### src/sv/fat_lnp_pkg.sv
// Shared types, constants and helper functions for the long-name entry parser.
// No dependencies; every other file of the block refers to this package.
package fat_lnp_pkg;

  // Entry layout and rule constants
  localparam logic [7:0] AttrLfn      = 8'h0F;
  localparam logic [7:0] ByteDeleted  = 8'hE5;
  localparam logic [7:0] ByteSpace    = 8'h20;
  localparam logic [7:0] OrdMask      = 8'hBF;
  localparam int unsigned OrdFirstBit = 6;
  localparam int unsigned AttrVolBit  = 3;
  localparam int unsigned AttrDirBit  = 4;
  localparam logic [7:0] MaxSlots     = 8'd20;
  localparam logic [3:0] CharsPerSlot = 4'd13;

  // Result queue depth
  localparam int unsigned QDepth = 4;
  localparam int unsigned QPtrW  = $clog2(QDepth);
  localparam int unsigned QCntW  = $clog2(QDepth + 1);

  typedef enum logic [2:0] {
    EV_SKIP    = 3'd0,
    EV_SHORT   = 3'd1,
    EV_SLOT    = 3'd2,
    EV_LONG    = 3'd3,
    EV_ABANDON = 3'd4,
    EV_END     = 3'd5
  } event_e;

  typedef enum logic [2:0] {
    PH_IDLE  = 3'b001,
    PH_SLOTS = 3'b010,
    PH_SHORT = 3'b100
  } phase_e;

  // One result item
  typedef struct packed {
    event_e      ev;
    logic [7:0]  off;
    logic [4:0]  cnt;
    logic [15:0] start;
    logic        dir;
    logic        last;
  } res_t;

  // Up to two results produced by one entry
  typedef struct packed {
    res_t r0;
    res_t r1;
    logic two;
  } step_t;

  // Pre-decoded entry held in the input register
  typedef struct packed {
    logic            kind;
    logic [7:0]      b0;
    logic [7:0]      attr;
    logic [7:0]      chk;
    logic            blank;
    logic [7:0]      psum;
    logic [4:0][7:0] tail;
  } entry_t;

  // One rotate-right-then-add step of the short-name checksum
  function automatic logic [7:0] rot_add(input logic [7:0] s, input logic [7:0] b);
    return {s[0], s[7:1]} + b;
  endfunction

  // Character offset of a slot, kept to 8 bits
  function automatic logic [7:0] slot_offset(input logic [4:0] n);
    logic [8:0] p;
    p = 9'(n) * 9'(CharsPerSlot);
    return p[7:0];
  endfunction

endpackage

### src/sv/fat_lnp_ingress.sv
// Input register of the parser: takes one entry item, pre-decodes it.
// Depends on fat_lnp_pkg (entry_t, rot_add, constants).
module fat_lnp_ingress (
  input  logic                 clk_i,
  input  logic                 rst_ni,
  input  logic                 tvalid_i,
  output logic                 tready_o,
  input  logic [255:0]         tdata_i,
  input  logic                 tuser_i,
  input  logic                 take_i,
  output logic                 vld_o,
  output fat_lnp_pkg::entry_t  entry_o
);

  logic                vld_q, vld_d;
  fat_lnp_pkg::entry_t entry_q, entry_d;
  logic [10:0][7:0]    nb;
  logic                stop;
  logic                blank;
  logic [7:0]          psum;

  // Short-name bytes 0 to 10
  always_comb begin
    for (int i = 0; i < 11; i++) begin
      nb[i] = tdata_i[8*i +: 8];
    end
  end

  // Blank-name check: only spaces before the first zero in each part
  always_comb begin
    blank = 1'b1;
    stop  = 1'b0;
    for (int i = 0; i < 8; i++) begin
      if (!stop) begin
        if (nb[i] == 8'h00) begin
          stop = 1'b1;
        end else if (nb[i] != fat_lnp_pkg::ByteSpace) begin
          blank = 1'b0;
        end
      end
    end
    stop = 1'b0;
    for (int i = 8; i < 11; i++) begin
      if (!stop) begin
        if (nb[i] == 8'h00) begin
          stop = 1'b1;
        end else if (nb[i] != fat_lnp_pkg::ByteSpace) begin
          blank = 1'b0;
        end
      end
    end
  end

  // First half of the checksum, bytes 0 to 5
  always_comb begin
    psum = nb[0];
    for (int i = 1; i < 6; i++) begin
      psum = fat_lnp_pkg::rot_add(psum, nb[i]);
    end
  end

  assign tready_o = !vld_q || take_i;

  always_comb begin
    entry_d       = entry_q;
    vld_d         = vld_q;
    if (take_i) begin
      vld_d = 1'b0;
    end
    if (tvalid_i && tready_o) begin
      vld_d         = 1'b1;
      entry_d.kind  = tuser_i;
      entry_d.b0    = nb[0];
      entry_d.attr  = tdata_i[95:88];
      entry_d.chk   = tdata_i[111:104];
      entry_d.blank = blank;
      entry_d.psum  = psum;
      for (int i = 0; i < 5; i++) begin
        entry_d.tail[i] = nb[6 + i];
      end
    end
  end

  // Hold valid under reset; payload needs none
  always_ff @(posedge clk_i or negedge rst_ni) begin
    if (!rst_ni) begin
      vld_q <= 1'b0;
    end else begin
      vld_q <= vld_d;
    end
  end

  always_ff @(posedge clk_i) begin
    entry_q <= entry_d;
  end

  assign vld_o   = vld_q;
  assign entry_o = entry_q;

endmodule

### src/sv/fat_lnp_core.sv
// Run tracker of the parser: slot-run state and the results of one entry.
// Depends on fat_lnp_pkg (entry_t, step_t, phase_e, event_e, helpers).
module fat_lnp_core (
  input  logic                 clk_i,
  input  logic                 rst_ni,
  input  logic                 lnames_en_i,
  input  logic                 proc_i,
  input  fat_lnp_pkg::entry_t  entry_i,
  output fat_lnp_pkg::step_t   step_o
);

  fat_lnp_pkg::phase_e phase_q, phase_d;
  logic [4:0]          exp_q, exp_d;
  logic [4:0]          total_q, total_d;
  logic [7:0]          alias_q, alias_d;
  logic [15:0]         rec_q, rec_d;
  logic [15:0]         idx_q, idx_d;

  logic [7:0]          sum;
  logic [7:0]          cnt8;
  logic [4:0]          cnt_m1;
  logic                f_slot;
  logic                active;
  logic                brk;
  fat_lnp_pkg::res_t   fres;
  fat_lnp_pkg::res_t   ares;
  fat_lnp_pkg::res_t   r0, r1;
  logic                two;

  // Finish the checksum over bytes 6 to 10
  always_comb begin
    sum = entry_i.psum;
    for (int i = 0; i < 5; i++) begin
      sum = fat_lnp_pkg::rot_add(sum, entry_i.tail[i]);
    end
  end

  assign cnt8   = entry_i.b0 & fat_lnp_pkg::OrdMask;
  assign cnt_m1 = cnt8[4:0] - 5'd1;

  // Examine the entry as the start of a new record
  always_comb begin
    fres       = '0;
    fres.ev    = fat_lnp_pkg::EV_SKIP;
    fres.start = idx_q;
    f_slot     = 1'b0;
    if (!lnames_en_i) begin
      if (!(entry_i.attr[fat_lnp_pkg::AttrVolBit] || entry_i.b0 == 8'h00 ||
            entry_i.b0 == fat_lnp_pkg::ByteDeleted) && !entry_i.blank) begin
        fres.ev  = fat_lnp_pkg::EV_SHORT;
        fres.dir = entry_i.attr[fat_lnp_pkg::AttrDirBit];
      end
    end else if (entry_i.b0 == fat_lnp_pkg::ByteDeleted) begin
      fres.ev = fat_lnp_pkg::EV_SKIP;
    end else if (entry_i.attr != fat_lnp_pkg::AttrLfn) begin
      if (!(entry_i.attr[fat_lnp_pkg::AttrVolBit] || entry_i.b0 == 8'h00) &&
          !entry_i.blank) begin
        fres.ev  = fat_lnp_pkg::EV_SHORT;
        fres.dir = entry_i.attr[fat_lnp_pkg::AttrDirBit];
      end
    end else if (entry_i.b0[fat_lnp_pkg::OrdFirstBit] && cnt8 != 8'h00 &&
                 cnt8 <= fat_lnp_pkg::MaxSlots) begin
      f_slot   = 1'b1;
      fres.ev  = fat_lnp_pkg::EV_SLOT;
      fres.off = fat_lnp_pkg::slot_offset(cnt_m1);
    end
  end

  assign active = (phase_q == fat_lnp_pkg::PH_SLOTS) || (phase_q == fat_lnp_pkg::PH_SHORT);

  // Rule break inside an open run
  always_comb begin
    brk = 1'b0;
    if (!lnames_en_i) begin
      brk = 1'b1;
    end else if (phase_q == fat_lnp_pkg::PH_SLOTS) begin
      brk = (entry_i.attr != fat_lnp_pkg::AttrLfn) || (cnt8 != {3'b000, exp_q}) ||
            (entry_i.chk != alias_q);
    end else begin
      brk = (entry_i.b0 == fat_lnp_pkg::ByteDeleted) ||
            (entry_i.attr == fat_lnp_pkg::AttrLfn) || (entry_i.b0 == 8'h00) ||
            entry_i.attr[fat_lnp_pkg::AttrVolBit] || (sum != alias_q);
    end
  end

  always_comb begin
    ares       = '0;
    ares.ev    = fat_lnp_pkg::EV_ABANDON;
    ares.start = rec_q;
  end

  // Results and next state for the entry at the input register
  always_comb begin
    phase_d = phase_q;
    exp_d   = exp_q;
    total_d = total_q;
    alias_d = alias_q;
    rec_d   = rec_q;
    idx_d   = (idx_q == 16'hFFFF) ? idx_q : idx_q + 16'd1;
    r0      = fres;
    r1      = fres;
    two     = 1'b0;
    if (entry_i.kind) begin
      r1       = '0;
      r1.ev    = fat_lnp_pkg::EV_END;
      r1.start = idx_q;
      r0       = active ? ares : r1;
      two      = active;
      phase_d  = fat_lnp_pkg::PH_IDLE;
      idx_d    = '0;
    end else if (!active || brk) begin
      if (active) begin
        r0  = ares;
        two = 1'b1;
      end
      phase_d = fat_lnp_pkg::PH_IDLE;
      if (f_slot) begin
        rec_d   = idx_q;
        alias_d = entry_i.chk;
        total_d = cnt8[4:0];
        exp_d   = cnt_m1;
        phase_d = (cnt_m1 == 5'd0) ? fat_lnp_pkg::PH_SHORT : fat_lnp_pkg::PH_SLOTS;
      end
    end else if (phase_q == fat_lnp_pkg::PH_SLOTS) begin
      exp_d    = exp_q - 5'd1;
      phase_d  = (exp_d == 5'd0) ? fat_lnp_pkg::PH_SHORT : fat_lnp_pkg::PH_SLOTS;
      r0       = '0;
      r0.ev    = fat_lnp_pkg::EV_SLOT;
      r0.off   = fat_lnp_pkg::slot_offset(exp_d);
      r0.start = idx_q;
    end else begin
      phase_d  = fat_lnp_pkg::PH_IDLE;
      r0       = '0;
      r0.ev    = fat_lnp_pkg::EV_LONG;
      r0.cnt   = total_q;
      r0.start = rec_q;
      r0.dir   = entry_i.attr[fat_lnp_pkg::AttrDirBit];
    end
    r0.last = !two;
    r1.last = 1'b1;
  end

  // Advance run state once per processed entry
  always_ff @(posedge clk_i or negedge rst_ni) begin
    if (!rst_ni) begin
      phase_q <= fat_lnp_pkg::PH_IDLE;
      exp_q   <= '0;
      total_q <= '0;
      alias_q <= '0;
      rec_q   <= '0;
      idx_q   <= '0;
    end else if (proc_i) begin
      phase_q <= phase_d;
      exp_q   <= exp_d;
      total_q <= total_d;
      alias_q <= alias_d;
      rec_q   <= rec_d;
      idx_q   <= idx_d;
    end
  end

  assign step_o.r0  = r0;
  assign step_o.r1  = r1;
  assign step_o.two = two;

endmodule

### src/sv/fat_lnp_outq.sv
// Result queue of the parser: takes one or two results a cycle, drains one.
// Depends on fat_lnp_pkg (res_t, step_t, queue sizes).
module fat_lnp_outq (
  input  logic                              clk_i,
  input  logic                              rst_ni,
  input  logic                              push_i,
  input  fat_lnp_pkg::step_t                step_i,
  input  logic                              pop_i,
  output logic                              vld_o,
  output fat_lnp_pkg::res_t                 head_o,
  output logic [fat_lnp_pkg::QCntW-1:0]     count_o
);

  fat_lnp_pkg::res_t                  mem_q [fat_lnp_pkg::QDepth];
  logic [fat_lnp_pkg::QPtrW-1:0]      wr_q, rd_q;
  logic [fat_lnp_pkg::QCntW-1:0]      cnt_q, cnt_d;
  logic [fat_lnp_pkg::QPtrW-1:0]      wr_n1;
  logic                               pop;
  logic [fat_lnp_pkg::QCntW-1:0]      n_push;

  assign pop    = pop_i && (cnt_q != '0);
  assign wr_n1  = wr_q + 1'b1;
  assign n_push = push_i ? (step_i.two ? fat_lnp_pkg::QCntW'(2) : fat_lnp_pkg::QCntW'(1))
                         : '0;
  assign cnt_d  = cnt_q + n_push - fat_lnp_pkg::QCntW'(pop);

  // Store pushed results
  always_ff @(posedge clk_i) begin
    if (push_i) begin
      mem_q[wr_q] <= step_i.r0;
      if (step_i.two) begin
        mem_q[wr_n1] <= step_i.r1;
      end
    end
  end

  // Move pointers and fill count
  always_ff @(posedge clk_i or negedge rst_ni) begin
    if (!rst_ni) begin
      wr_q  <= '0;
      rd_q  <= '0;
      cnt_q <= '0;
    end else begin
      if (push_i) begin
        wr_q <= wr_q + n_push[fat_lnp_pkg::QPtrW-1:0];
      end
      if (pop) begin
        rd_q <= rd_q + 1'b1;
      end
      cnt_q <= cnt_d;
    end
  end

  assign vld_o   = (cnt_q != '0);
  assign head_o  = mem_q[rd_q];
  assign count_o = cnt_q;

endmodule

### src/sv/fat_long_name_entry_parser_unit.sv
// Top level of the VFAT long-name directory entry parser.
// Depends on fat_lnp_pkg, fat_lnp_ingress, fat_lnp_core and fat_lnp_outq.
//
//   channel   dir  handshake                      payload
//   s_axis    in   s_axis_tvalid/s_axis_tready    tdata: 32 entry bytes; tuser: kind
//   m_axis    out  m_axis_tvalid/m_axis_tready    tdata: result fields; tlast: is_last
//   cfg       in   cfg_valid_i/cfg_ready_o        cfg_data_i: long_names_enabled
//
// One entry item per cycle while the queue has room: it is stored in the
// input register, where the run tracker and checksum finish it, and its
// results enter a 4-deep queue; an item with two results puts the abandon first.
// Input is held while the queue has fewer than two free places.
// Reset empties both stages and the queue and enables long-name parsing.
module fat_long_name_entry_parser_unit (
  input  logic         clk_i,
  input  logic         rst_ni,
  input  logic         s_axis_tvalid,
  output logic         s_axis_tready,
  input  logic [255:0] s_axis_tdata,  // entry_word0, entry_word1, entry_word2, entry_word3
  input  logic         s_axis_tuser,  // kind
  output logic         m_axis_tvalid,
  input  logic         m_axis_tready,
  output logic [39:0]  m_axis_tdata,  // event_res, name_offset, slot_count, start_index,
                                      // is_directory, zero fill
  output logic         m_axis_tlast,
  input  logic         cfg_valid_i,
  output logic         cfg_ready_o,
  input  logic         cfg_data_i
);

  logic                               lnames_en_q;
  logic                               in_vld;
  fat_lnp_pkg::entry_t                entry;
  logic                               proc;
  fat_lnp_pkg::step_t                 step;
  fat_lnp_pkg::res_t                  head;
  logic [fat_lnp_pkg::QCntW-1:0]      q_cnt;

  // Configuration register
  assign cfg_ready_o = 1'b1;

  always_ff @(posedge clk_i or negedge rst_ni) begin
    if (!rst_ni) begin
      lnames_en_q <= 1'b1;
    end else if (cfg_valid_i && cfg_ready_o) begin
      lnames_en_q <= cfg_data_i;
    end
  end

  // Process the held item when two queue places are free
  assign proc = in_vld && (q_cnt <= fat_lnp_pkg::QCntW'(fat_lnp_pkg::QDepth - 2));

  fat_lnp_ingress u_ingress (
    .clk_i    (clk_i),
    .rst_ni   (rst_ni),
    .tvalid_i (s_axis_tvalid),
    .tready_o (s_axis_tready),
    .tdata_i  (s_axis_tdata),
    .tuser_i  (s_axis_tuser),
    .take_i   (proc),
    .vld_o    (in_vld),
    .entry_o  (entry)
  );

  fat_lnp_core u_core (
    .clk_i       (clk_i),
    .rst_ni      (rst_ni),
    .lnames_en_i (lnames_en_q),
    .proc_i      (proc),
    .entry_i     (entry),
    .step_o      (step)
  );

  fat_lnp_outq u_outq (
    .clk_i   (clk_i),
    .rst_ni  (rst_ni),
    .push_i  (proc),
    .step_i  (step),
    .pop_i   (m_axis_tready),
    .vld_o   (m_axis_tvalid),
    .head_o  (head),
    .count_o (q_cnt)
  );

  assign m_axis_tdata = {7'b0000000, head.dir, head.start, head.cnt, head.off, head.ev};
  assign m_axis_tlast = head.last;

`ifndef ASSERT_OFF
  // Queue never takes an item without room for two results
  a_room: assert property (@(posedge clk_i) disable iff (!rst_ni)
    proc |-> (q_cnt <= fat_lnp_pkg::QCntW'(fat_lnp_pkg::QDepth - 2)))
    else $error("item processed without queue room");

  // A two-result item always leads with an abandon
  a_pair: assert property (@(posedge clk_i) disable iff (!rst_ni)
    (proc && step.two) |-> (step.r0.ev == fat_lnp_pkg::EV_ABANDON))
    else $error("paired results without leading abandon");

  // Fill count grows by two after a paired push with no drain
  a_count: assert property (@(posedge clk_i) disable iff (!rst_ni)
    (proc && step.two && !(m_axis_tvalid && m_axis_tready)) |=>
      (q_cnt == $past(q_cnt) + fat_lnp_pkg::QCntW'(2)))
    else $error("queue count did not track a paired push");
`endif

endmodule
### config.mk
export PLATFORM = sky130hd
export DESIGN_NAME = fat_long_name_entry_parser_unit
export DESIGN_NICKNAME = d
export VERILOG_FILES = /design/src/sv/fat_lnp_pkg.sv /design/src/sv/fat_lnp_ingress.sv /design/src/sv/fat_lnp_core.sv /design/src/sv/fat_lnp_outq.sv /design/src/sv/fat_long_name_entry_parser_unit.sv
export SDC_FILE = /design/constraint.sdc
export NUM_CORES = 1
export LEC_CHECK = 0
export BUFFER_PORTS_ARGS = -buffer_cell sky130_fd_sc_hd__buf_2
export CAP_MARGIN = 20
export CORE_MARGIN = 10
export CORE_UTILIZATION = 30
export DETAILED_ROUTE_END_ITERATION = 7
export PLACE_DENSITY_LB_ADDON = 0.12
export SLEW_MARGIN = 10
export SYNTH_ARGS = -nofsm -noshare
export SYNTH_HDL_FRONTEND = slang
export SYNTH_HIERARCHICAL = 1
export SYNTH_SLANG_ARGS = --single-unit
### constraint.sdc
create_clock -name clk_i -period 22.9 [get_ports clk_i]
set_clock_uncertainty 0.05 [all_clocks]
set_input_delay 4.58 -clock clk_i [delete_from_list [all_inputs] [get_ports clk_i]]
set_output_delay 4.58 -clock clk_i [all_outputs]
set_load 0.01 [all_outputs]
# [After elaboration in Yosys (flattened, before gate mapping)]
# Memories as Yosys holds them, arrays and structs flattened.
# Index checks and enable logic that the tools add are counted.
[op_classes] multipliers=2 eq_ne=22 bitwise_logic=1 n_lt_le_gt_ge=2 add_sub_neg=18 reduce_logical=45 n_mux=96
[op_table] op="two-way mux 34 bit" count=4
[op_table] op="logical NOT 8 bit" count=12
[op_table] op="inequality test 8 x 6 -> 1 bit, second input constant" count=11
[op_table] op="adder 8 bit" count=10
[op_table] op="two-way mux 1 bit" count=70
[op_table] op="two-way mux 32 bit" count=2
[op_table] op="two-way mux 16 bit" count=2
[op_table] op="two-way mux 3 bit" count=10
[op_table] op="two-way mux 8 bit" count=3
[op_table] op="adder 16 x 1 -> 16 bit, second input constant" count=1
[op_table] op="== test 16 bit, second input constant" count=1
[op_table] op="multiplier 5 x 4 -> 8 bit, second input constant" count=2
[op_table] op="inequality test 8 bit" count=2
[op_table] op="two-way mux 5 bit" count=3
[op_table] op="logical OR 1 bit" count=11
[op_table] op="logical NOT 5 bit" count=2
[op_table] op="two-way mux 10 bit" count=1
[op_table] op="subtractor 5 x 1 -> 5 bit, second input constant" count=2
[op_table] op="== test 8 x 4 -> 1 bit, second input constant" count=1
[op_table] op="== test 8 bit, second input constant" count=1
[op_table] op="less-or-equal comparator 8 x 5 -> 1 bit, second input constant" count=1
[op_table] op="inequality test 8 x 4 -> 1 bit, second input constant" count=1
[op_table] op="AND reduction 4 bit" count=2
[op_table] op="nonzero test 8 bit" count=1
[op_table] op="17 further kinds" count=30
[totals] wordCells=209 out_inout_bits=44 ff_bits=136 mem_bits_rw=136 input_bits=263 mem_count=1
[memory_table] name="u_outq.mem_q" depth=4 word_bits=34 read_ports=1 rd_ports_with_merged_regs=0 write_ports=2 line="fat_lnp_outq.sv:14" source="fat_lnp_pkg::res_t mem_q [fat_lnp_pkg::QDepth];"

# [Logic depth before layout (Yosys ltp)]
# Gate-level depths: netlist of the first run.
[logic_depth] ltp_word=32 depth_mapped=36 ltp_nobuf=34

# [Modules after synthesis]
# Netlist of the first run, hierarchy kept.
[by_module_without_submodules] module="fat_lnp_outq" n_inst=1 seq_area_each_um2=4259.1 cells_per_inst=375 area_per_inst_um2=7069.3
[by_module_without_submodules] module="fat_lnp_core" n_inst=1 seq_area_each_um2=1327.5 cells_per_inst=588 area_per_inst_um2=5575.3
[by_module_without_submodules] module="fat_lnp_ingress" n_inst=1 seq_area_each_um2=2247.2 cells_per_inst=285 area_per_inst_um2=3922.5
[by_module_without_submodules] module="fat_long_name_entry_parser_unit" n_inst=1 seq_area_each_um2=26.3 cells_per_inst=14 area_per_inst_um2=120.1

# [Worst setup path after synthesis of the first run]
# No wires, ideal clock.
[synth_timing] path_kind="input -> register" startpoint="input port s_axis_tdata[1]" endpoint="register u_ingress.entry_q, in the netlist u_ingress/entry_o[47] (data pin)" cell_stages=23 t_required_ps=22584 n_path_buf=0 t_arrival_ps=9046 setup_ps=266 path_slack_ps=13538 cell_sequence="ha_1 fa_1 ha_1 fa_1 a21o_1 a21oi_1 o21bai_1 a21oi_1 xnor2_1 ha_1 or3_1 o21ai_0 a31oi_1 xnor2_1 ha_1 inv_1 or4_1 nand3_1 ha_1 nor3_1 nor2_1 o41ai_1 xnor2_1"
[synth_via] elab_chain_len=5
[synth_rtl] element="start, declared" line="fat_long_name_entry_parser_unit.sv:19" source="input logic [255:0] s_axis_tdata,"
[synth_rtl] element="adder 8 bit (5 in series)" line="fat_lnp_pkg.sv:66" source="return {s[0], s[7:1]} + b;"
[synth_rtl] element="via u_ingress.psum[7]" line="fat_lnp_ingress.sv:20" source="logic [7:0] psum;"
[synth_rtl] element="end signal, assigned" line="fat_lnp_ingress.sv:94" source="entry_q <= entry_d;"
[synth_rtl] element="end, declared" line="fat_lnp_ingress.sv:16" source="fat_lnp_pkg::entry_t entry_q, entry_d;"
# The timed path passes the listed nets, and every way through them passes these cells.
# A chain may end at the register's enable or synchronous reset.

# [Final worst setup path of the first run]
# Same ends and word-level chain as after synthesis.

==> results of run 1 <==
[routing by layer]
metal  vias up  routed length (um)  track usage, %
met5         -                 106               0
met4        18                 719           3.174
met3        67                2189           3.282
met2       176               20890           22.07
met1      4971               18830           15.98
li1       5033                   -               -
[cell families (layout without fill, tap and decap cells)]
| logic type | after synthesis | after routing |
|---|---|---|
| flops | 272 | 272 |
| fa+ha+maj | 123 | 123 |
| buf+inv | 125 | 295 |
| mux | 218 | 218 |
| xor+xnor | 117 | 117 |
| compound gates | 174 | 174 |
| simple gates | 229 | 229 |
| other cells | 4 | 17 |
[cell type report]
cell class / count / area [sq um]
well taps: 748 / 935.9
inverters: 70 / 262.8
repair buffers: 162 / 845.8
flip-flops and latches: 272 / 7861
fillers: 5511 / 35730
clock inverters: 14 / 166.4
multi-input cells: 875 / 8259
diodes: 3 / 7.507
clock buffers: 49 / 1020
[flip-flops by register name, summed over array words and instances (netlist names)]
signal / flops
u_outq/count_o: 3
lnames_en_q: 1
u_ingress/entry_o: 74
u_core/total_q: 5
u_core/idx_q: 16
u_core/alias_q: 8
u_core/exp_q: 5
u_outq/wr_q: 2
u_outq/mem_q: 136
u_outq/rd_q: 2
u_ingress/vld_o: 1
u_core/rec_q: 16
u_core/phase_q: 3
[stage by stage]
step,area (sq um),std cells,setup slack [ns],util [%]
floorplan,16720,1272,13.54,-
finish,19360,2193,13.51,35.14
CTS,19340,2188,13.49,35.11
global placement,18150,2125,12.92,32.95
global route,19360,2192,13.17,35.13
detailed placement,18150,2125,12.91,32.95
[critical path: stages]
cell and delay (ns):
buf_2 0.13, ha_1 0.22, fa_1 0.40, a21o_1 0.17, a21oi_1 0.21, o21bai_1 0.10, a21oi_1 0.17, xnor2_1 0.15
ha_1 0.29, nor3_1 0.18, nor2_1 0.07, o41ai_1 0.07, xnor2_1 0.14, ha_1 0.31, inv_1 0.07, or4_1 0.51
nand3_1 0.10, ha_1 0.27, or3_1 0.37, o21ai_0 0.08, a31oi_1 0.08, xnor2_1 0.16, ha_1 0.21, o41ai_1 0.42
xnor2_1 0.14
[worst max-delay path by stage]
stage	to	slack (ns)	depth (start not counted)
after floorplan	u_ingress/entry_o[47]	13.54	23
after global placement	u_ingress/entry_o[47]	12.92	25
after detailed placement	u_ingress/entry_o[47]	12.91	25
after CTS	u_ingress/entry_o[47]	13.49	24
after global routing	u_ingress/entry_o[47]	13.17	25
final	u_ingress/entry_o[47]	13.51	25
[cell usage in the layout, fill, tap and decap left out, types with 19 or more instances in the layout]
master	netlist	routed
inv_1	70	70
nor3_1	19	19
nand2_1	40	40
o21ai_0	25	25
nor2_1	52	50
a21oi_1	60	60
mux2_2	148	148
edfxtp_1	210	210
mux4_2	34	34
mux2_4	29	29
dfrtp_1	60	59
xor2_1	41	41
a21o_1	26	26
buf_2	6	146
xnor2_1	76	76
clkbuf_16	0	36
ha_1	108	108
==> flow_summary.json, run 1 <==
{
  "clockBufferDepth": 3,
  "routed_wl_um": 42740,
  "startpoint": "s_axis_tdata[1]",
  "synth_top_area_cell": "edfxtp_1",
  "tns_ns": 0,
  "h-tree-depth": 2,
  "hold_depth": 1,
  "drt_iter0_drc": 443,
  "die-area_sq_um": 65460,
  "maxSlewHeadroom_pct": 26.65,
  "yosys.area_share.simple_pct": 8.023,
  "via_per_inst": 4.681,
  "dieWidth_um": 255.8,
  "cts_resized": 0,
  "cts_root_buffer": "clkbuf_16",
  "avgRoutedWirePerCell_um": 19.49,
  "worstPathArrival_ns": 9.62,
  "postCtsHoldBufs": 0,
  "grt_pass1_vias": 10930,
  "synth_cell_type_count": 79,
  "timing.rr.end": "u_outq/mem_q[1][28]",
  "hold_viol": 0,
  "ys_top_cells_by_count": "edfxtp_1 (210), mux2_2 (148), ha_1 (108)",
  "crit_fanout": 4,
  "yosysTopAreaCellShare_pct": 37.79,
  "portBuffers": 146,
  "layout_min_cycle_time_ns": 9.391,
  "rsz0062_at_grt": "false",
  "postCtsSetupBuffers": 0,
  "clock-sinks": 272,
  "ant_nets": 0,
  "hp-start": "u_core/rec_q[11]",
  "final_max_slew_viol_count": 0,
  "max_cap_violations": 0,
  "synth-compound-area-share_pct": 7.161,
  "yosys_register_bits": 272,
  "globalRouteOverflowTotal": 0,
  "die_height_um": 255.8,
  "first_pass_iters": 5,
  "clk_latency_ns": 0.54,
  "critPathKind": "primary input to flop",
  "grt_max_degree": 75,
  "fmax_mhz": 106.5,
  "grt_pass1_wl_um": 65830,
  "async_flop_share_pct": 22.79,
  "synth-edff-count": 210,
  "dp_hpwl_um": 30740,
  "hold_class": "flop to flop",
  "max_slew.worst_pin.slew_ns": 1.100,
  "worstReg2RegStart": "u_ingress/entry_o[1]",
  "syn_area_sq_um": 16690,
  "crit_path_start_kind": "primary input",
  "required_ns": 23.13,
  "fp.coreArea_sq_um": 55090,
  "drc": 0,
  "status": "complete, no violations",
  "rrSetupSlack_ns": 14.51,
  "path_clk_slew_ns": 0.06,
  "setup_viol": 0,
  "holdPathEnd": "u_core/rec_q[11]",
  "end_kind": "flop",
  "row_count": 86,
  "synth_top_family_by_area": "multiplexers",
  "start_util_pct": 30.29,
  "ioPinCount": 307,
  "post_route_cells_drive_above_1_share_pct": 32.11,
  "ys.flop_type": "edfxtp_1",
  "yosys.area_share.adder_pct": 9.897,
  "period_share_pct": 41.01,
  "grt.total_usage_pct": 12.91,
  "globalplace.congestion": 0.7842,
  "synth_xor_area_share_pct": 6.141,
  "num_vias": 10270,
  "r2r_cells": 32,
  "cts_tree": "built",
  "yosysMostFrequentCell": "edfxtp_1",
  "syn_to_final_growth_pct": 16.01,
  "numCtsBuffers": 35,
  "postSynthAreaPerCell_sq_um": 13.22,
  "antenna_found_initial": 12,
  "seq_area_frac_synth_pct": 47.10,
  "syn_inst": 1262,
  "fin_nets": 1802,
  "muxShareOfSynthArea_pct": 17.65,
  "ys_warn_count": 6,
  "synth_area_leaders": "edfxtp_1 (38%), mux2_2 (10%), dfrtp_1 (9.0%)",
  "hold_ws_ns": 0.4351
}
Power of run 1 is left out: the tool's default activity adds up to more than one toggle a clock period on the data nets, which glitch-free logic cannot reach.
==> run 2: changes to the inputs <==
clock period = 7.9 ns   (was 22.9 ns; I/O delays follow)
==> flow_summary.json, run 2 (synthesized netlist as in run 1, its figures left out) <==
{
  "grt.total_usage_pct": 13.20,
  "drt_iter0_drc": 399,
  "fp.coreArea_sq_um": 55090,
  "grtUsageMet3_pct": 3.243,
  "postCtsHoldBufs": 0,
  "clockBufferDepth": 3,
  "placed_area_sq_um": 18320,
  "dieWidth_um": 255.8,
  "use_met2_pct": 22.51,
  "num_vias": 10270,
  "start_util_pct": 30.29,
  "critPathKind": "flop to flop",
  "first_pass_iters": 5,
  "post_route_cells_drive_above_1_share_pct": 33.33,
  "r2r_cells": 33,
  "period_share_pct": 92.56,
  "row_count": 86,
  "path_depth": 33,
  "layout.cell_area.non_filler_sq_um": 19610,
  "crit_fanout": 12,
  "dp.cells": 2138,
  "timing.rr.end": "u_outq/count_o[2]",
  "drc": 0,
  "required_ns": 8.28,
  "startpoint": "u_ingress/entry_o[0]",
  "layout.cells.most_common_list": "edfxtp_1 (210), mux2_2 (148), buf_2 (145), ha_1 (107), xnor2_1 (73)",
  "largest_reg_flops": 136,
  "fin_nets": 1814,
  "path_delay_family": "adder cells",
  "max_cap_violations": 0,
  "worstPathArrival_ns": 7.69,
  "ioPinCount": 307,
  "globalplace.congestion": 0.8002,
  "end_kind": "flop",
  "hold_ws_ns": 0.4437,
  "h-tree-depth": 2,
  "maxSlewHeadroom_pct": 34.73,
  "cts_tree": "built",
  "cpMostUsedCell": "ha_1",
  "top_usage_layer": "met2",
  "clk_latency_ns": 0.55,
  "status": "complete, no violations",
  "ant_nets": 0,
  "via_per_inst": 4.657,
  "cpPeakStageDelay_ns": 0.43,
  "layout_min_cycle_time_ns": 7.312,
  "endpoint": "u_outq/count_o[2]",
  "avgRoutedWirePerCell_um": 19.49,
  "hold_viol": 0,
  "worstReg2RegStart": "u_ingress/entry_o[0]",
  "rrSetupSlack_ns": 0.59,
  "clock-sinks": 272,
  "final_max_slew_viol_count": 0,
  "numCtsBuffers": 35,
  "crit_buf_inv": 2,
  "grt_pass1_wl_um": 67340,
  "final_common_cell": "edfxtp_1",
  "fmax_mhz": 136.8,
  "grt_pass1_vias": 11020,
  "cts_root_buffer": "clkbuf_16",
  "fill_cells": 5550,
  "setup_viol": 0,
  "antenna_found_initial": 12,
  "grt_max_degree": 71,
  "cts_resized": 0,
  "dp_hpwl_um": 30810,
  "stdcell_count": 2204,
  "portBuffers": 146,
  "rsz0062_at_grt": "false",
  "globalRouteOverflowTotal": 0,
  "regMostFlops": "u_outq/mem_q",
  "path_clk_slew_ns": 0.06,
  "syn_to_final_growth_pct": 17.54,
  "crit_path_start_kind": "flop",
  "die-area_sq_um": 65460,
  "die_height_um": 255.8,
  "grt_use_met1_pct": 16.46,
  "hold_class": "flop to flop",
  "cp_slowest_cell": "fa_1",
  "routed_wl_um": 42950,
  "postCtsSetupBuffers": 0,
  "max_slew.worst_pin.slew_ns": 0.9771
}
==> run 2: cell count changes in the layout (fill, tap and decap cells not counted), moves of 2 or more <==
cell	delta
clkbuf_8	-2
clkinv_1	-2
xnor2_1	-3
bufinv_16	+2
xnor2_2	+2
a21oi_2	+3
o21ai_1	+3
buf_4	+7
buf_12	+6
a21oi_1	-3
clkbuf_1	+2
o21ai_0	-3
==> run 2: area by class of cell <==
cell class              instances  area [sq um]  share of cell area [%]
flip-flops and latches        272          7864                   40.09
clock buffers                  48         974.7                   4.969
inverters                      70         262.8                   1.340
well taps                     748         935.9                   4.772
clock inverters                13         207.7                   1.059
multi-input cells             875          8339                   42.52
diodes                          4         10.01                 0.05103
repair buffers                174          1020                   5.199
==> run 2: worst min-delay path by stage <==
| stage | start | end | slack (ns) | cells past startpoint |
|---|---|---|---|---|
| detailed placement | u_core/rec_q[11] | u_core/rec_q[11] | 0.43 | 1 |
| global placement | u_core/rec_q[11] | u_core/rec_q[11] | 0.42 | 1 |
| floorplan | u_core/rec_q[11] | u_core/rec_q[11] | 0.40 | 1 |
| finish | u_core/rec_q[11] | u_core/rec_q[11] | 0.44 | 1 |
| CTS | u_core/rec_q[11] | u_core/rec_q[11] | 0.45 | 1 |
| global route | u_core/rec_q[11] | u_core/rec_q[11] | 0.45 | 1 |
==> run 2: stage by stage <==
step                setup TNS, ns  setup WS (ns)  util [%]
finish                          0         0.5879     35.60
global route                    0       0.001023     35.59
CTS                             0        0.05942     35.41
detailed placement              0        0.06598     33.26
global placement                0         0.1570     33.26
floorplan                  -15.44        -0.2271         -
==> run 2: layer usage <==
layer	routed length, um	up-vias
met5	114	-
met4	738	16
met3	1958	62
met2	20970	166
met1	19160	4977
li1	-	5044
Power of run 2 is left out for the same reason.
==> run 3: changes to the inputs <==
clock period = 9.1 ns   (was 7.9 ns; I/O delays follow)
==> flow_summary.json, run 3 (synthesized netlist as in run 1, its figures left out) <==
{
  "fill_cells": 5500,
  "grt_pass1_vias": 11130,
  "end_kind": "flop",
  "path_delay_family": "adder cells",
  "numCtsBuffers": 34,
  "setup_viol": 0,
  "globalplace.congestion": 0.7695,
  "post_route_cells_drive_above_1_share_pct": 32.22,
  "final_max_slew_viol_count": 0,
  "row_count": 86,
  "globalRouteOverflowTotal": 0,
  "cp_slowest_cell": "nor4_2",
  "num_vias": 10280,
  "clock-sinks": 272,
  "clockBufferDepth": 3,
  "max_slew.worst_pin.slew_ns": 1.110,
  "dieWidth_um": 255.8,
  "syn_to_final_growth_pct": 16.05,
  "crit_path_start_kind": "flop",
  "routed_wl_um": 42950,
  "first_pass_iters": 5,
  "status": "complete, no violations",
  "fp.coreArea_sq_um": 55090,
  "hold_class": "flop to flop",
  "worstPathArrival_ns": 8.29,
  "fmax_mhz": 127.1,
  "crit_fanout": 6,
  "rsz0062_at_grt": "false",
  "fin_nets": 1803,
  "maxSlewHeadroom_pct": 25.34,
  "postCtsSetupBuffers": 0,
  "drc": 0,
  "ioPinCount": 307,
  "grt.total_usage_pct": 13.13,
  "antenna_found_initial": 11,
  "max_cap_violations": 0,
  "portBuffers": 146,
  "crit_buf_inv": 1,
  "period_share_pct": 86.48,
  "cts_root_buffer": "clkbuf_16",
  "start_util_pct": 30.29,
  "postCtsHoldBufs": 0,
  "grt_pass1_wl_um": 67050,
  "regMostFlops": "u_outq/mem_q",
  "required_ns": 9.52,
  "h-tree-depth": 2,
  "drt_iter0_drc": 520,
  "dp_hpwl_um": 31200,
  "clk_latency_ns": 0.55,
  "via_per_inst": 4.689,
  "largest_reg_flops": 136,
  "cts_tree": "built",
  "final_common_cell": "edfxtp_1",
  "die-area_sq_um": 65460,
  "grt_max_degree": 75,
  "layout.cells.most_common_list": "edfxtp_1 (210), mux2_2 (148), buf_2 (146), ha_1 (108), xnor2_1 (76)",
  "die_height_um": 255.8,
  "critPathKind": "flop to flop",
  "ant_nets": 0,
  "cpPeakStageDelay_ns": 0.44,
  "layout_min_cycle_time_ns": 7.869,
  "cpMostUsedCell": "ha_1",
  "avgRoutedWirePerCell_um": 19.59,
  "cts_resized": 0,
  "path_clk_slew_ns": 0.06,
  "tns_ns": 0,
  "hold_viol": 0
}
==> run 3: per-stage QoR <==
step	utilization [%]	cells	area [sq um]	hold WS [ns]	setup slack, ns
2_1_floorplan	-	1272	16720	0.4041	0.9091
3_3_place_gp	33.04	2129	18200	0.4147	1.163
3_5_place_dp	33.04	2129	18200	0.4221	1.090
4_1_cts	35.14	2191	19360	0.4361	1.075
5_1_grt	35.15	2193	19360	0.4583	0.3266
6_report	35.15	2193	19360	0.4328	1.231
==> run 3: metal layers <==
layer / up-vias / GRT usage [%] / wire length, um
met1: 4958 / 16.05 / 18630
met3: 72 / 3.322 / 2308
met5: - / 0 / 112
met4: 18 / 3.687 / 873
met2: 206 / 22.49 / 21030
li1: 5028 / - / -
==> run 3: worst paths after layout <==
kind                                            from                end  slack (ns)  cells past startpoint
worst max-delay path            u_ingress/entry_o[0]  u_outq/count_o[2]        1.23                     33
worst min-delay path                u_core/rec_q[11]   u_core/rec_q[11]        0.43                      1
worst max register to register  u_ingress/entry_o[0]  u_outq/count_o[2]        1.23                     33
worst min register to register      u_core/rec_q[11]   u_core/rec_q[11]        0.43                      1
max in group asynchronous                     rst_ni     u_outq/rd_q[0]        6.91                      2
min in group asynchronous                     rst_ni    u_core/rec_q[6]        1.43                      2
==> run 3: area by class of cell <==
type,count,area (sq um),area share [%]
flip-flops and latches,272,7861,40.60
well taps,748,935.9,4.833
multi-input cells,875,8250,42.61
repair buffers,164,890.9,4.600
inverters,70,262.8,1.357
diodes,2,5.005,0.02584
clock inverters,17,205.2,1.060
clock buffers,45,953.4,4.923
==> run 3: worst register-to-register path: cells and delay by family (launching register included) <==
kind,cells,cell delay [ns]
DFF,1,0.37
buffers and inverters,1,0.04
AOI/OAI and AO/OA,12,2.14
xor gates and xnor gates,7,1.44
and+or+nand+nor,4,0.93
adders and majority gates,9,2.83
Power of run 3 is left out for the same reason.
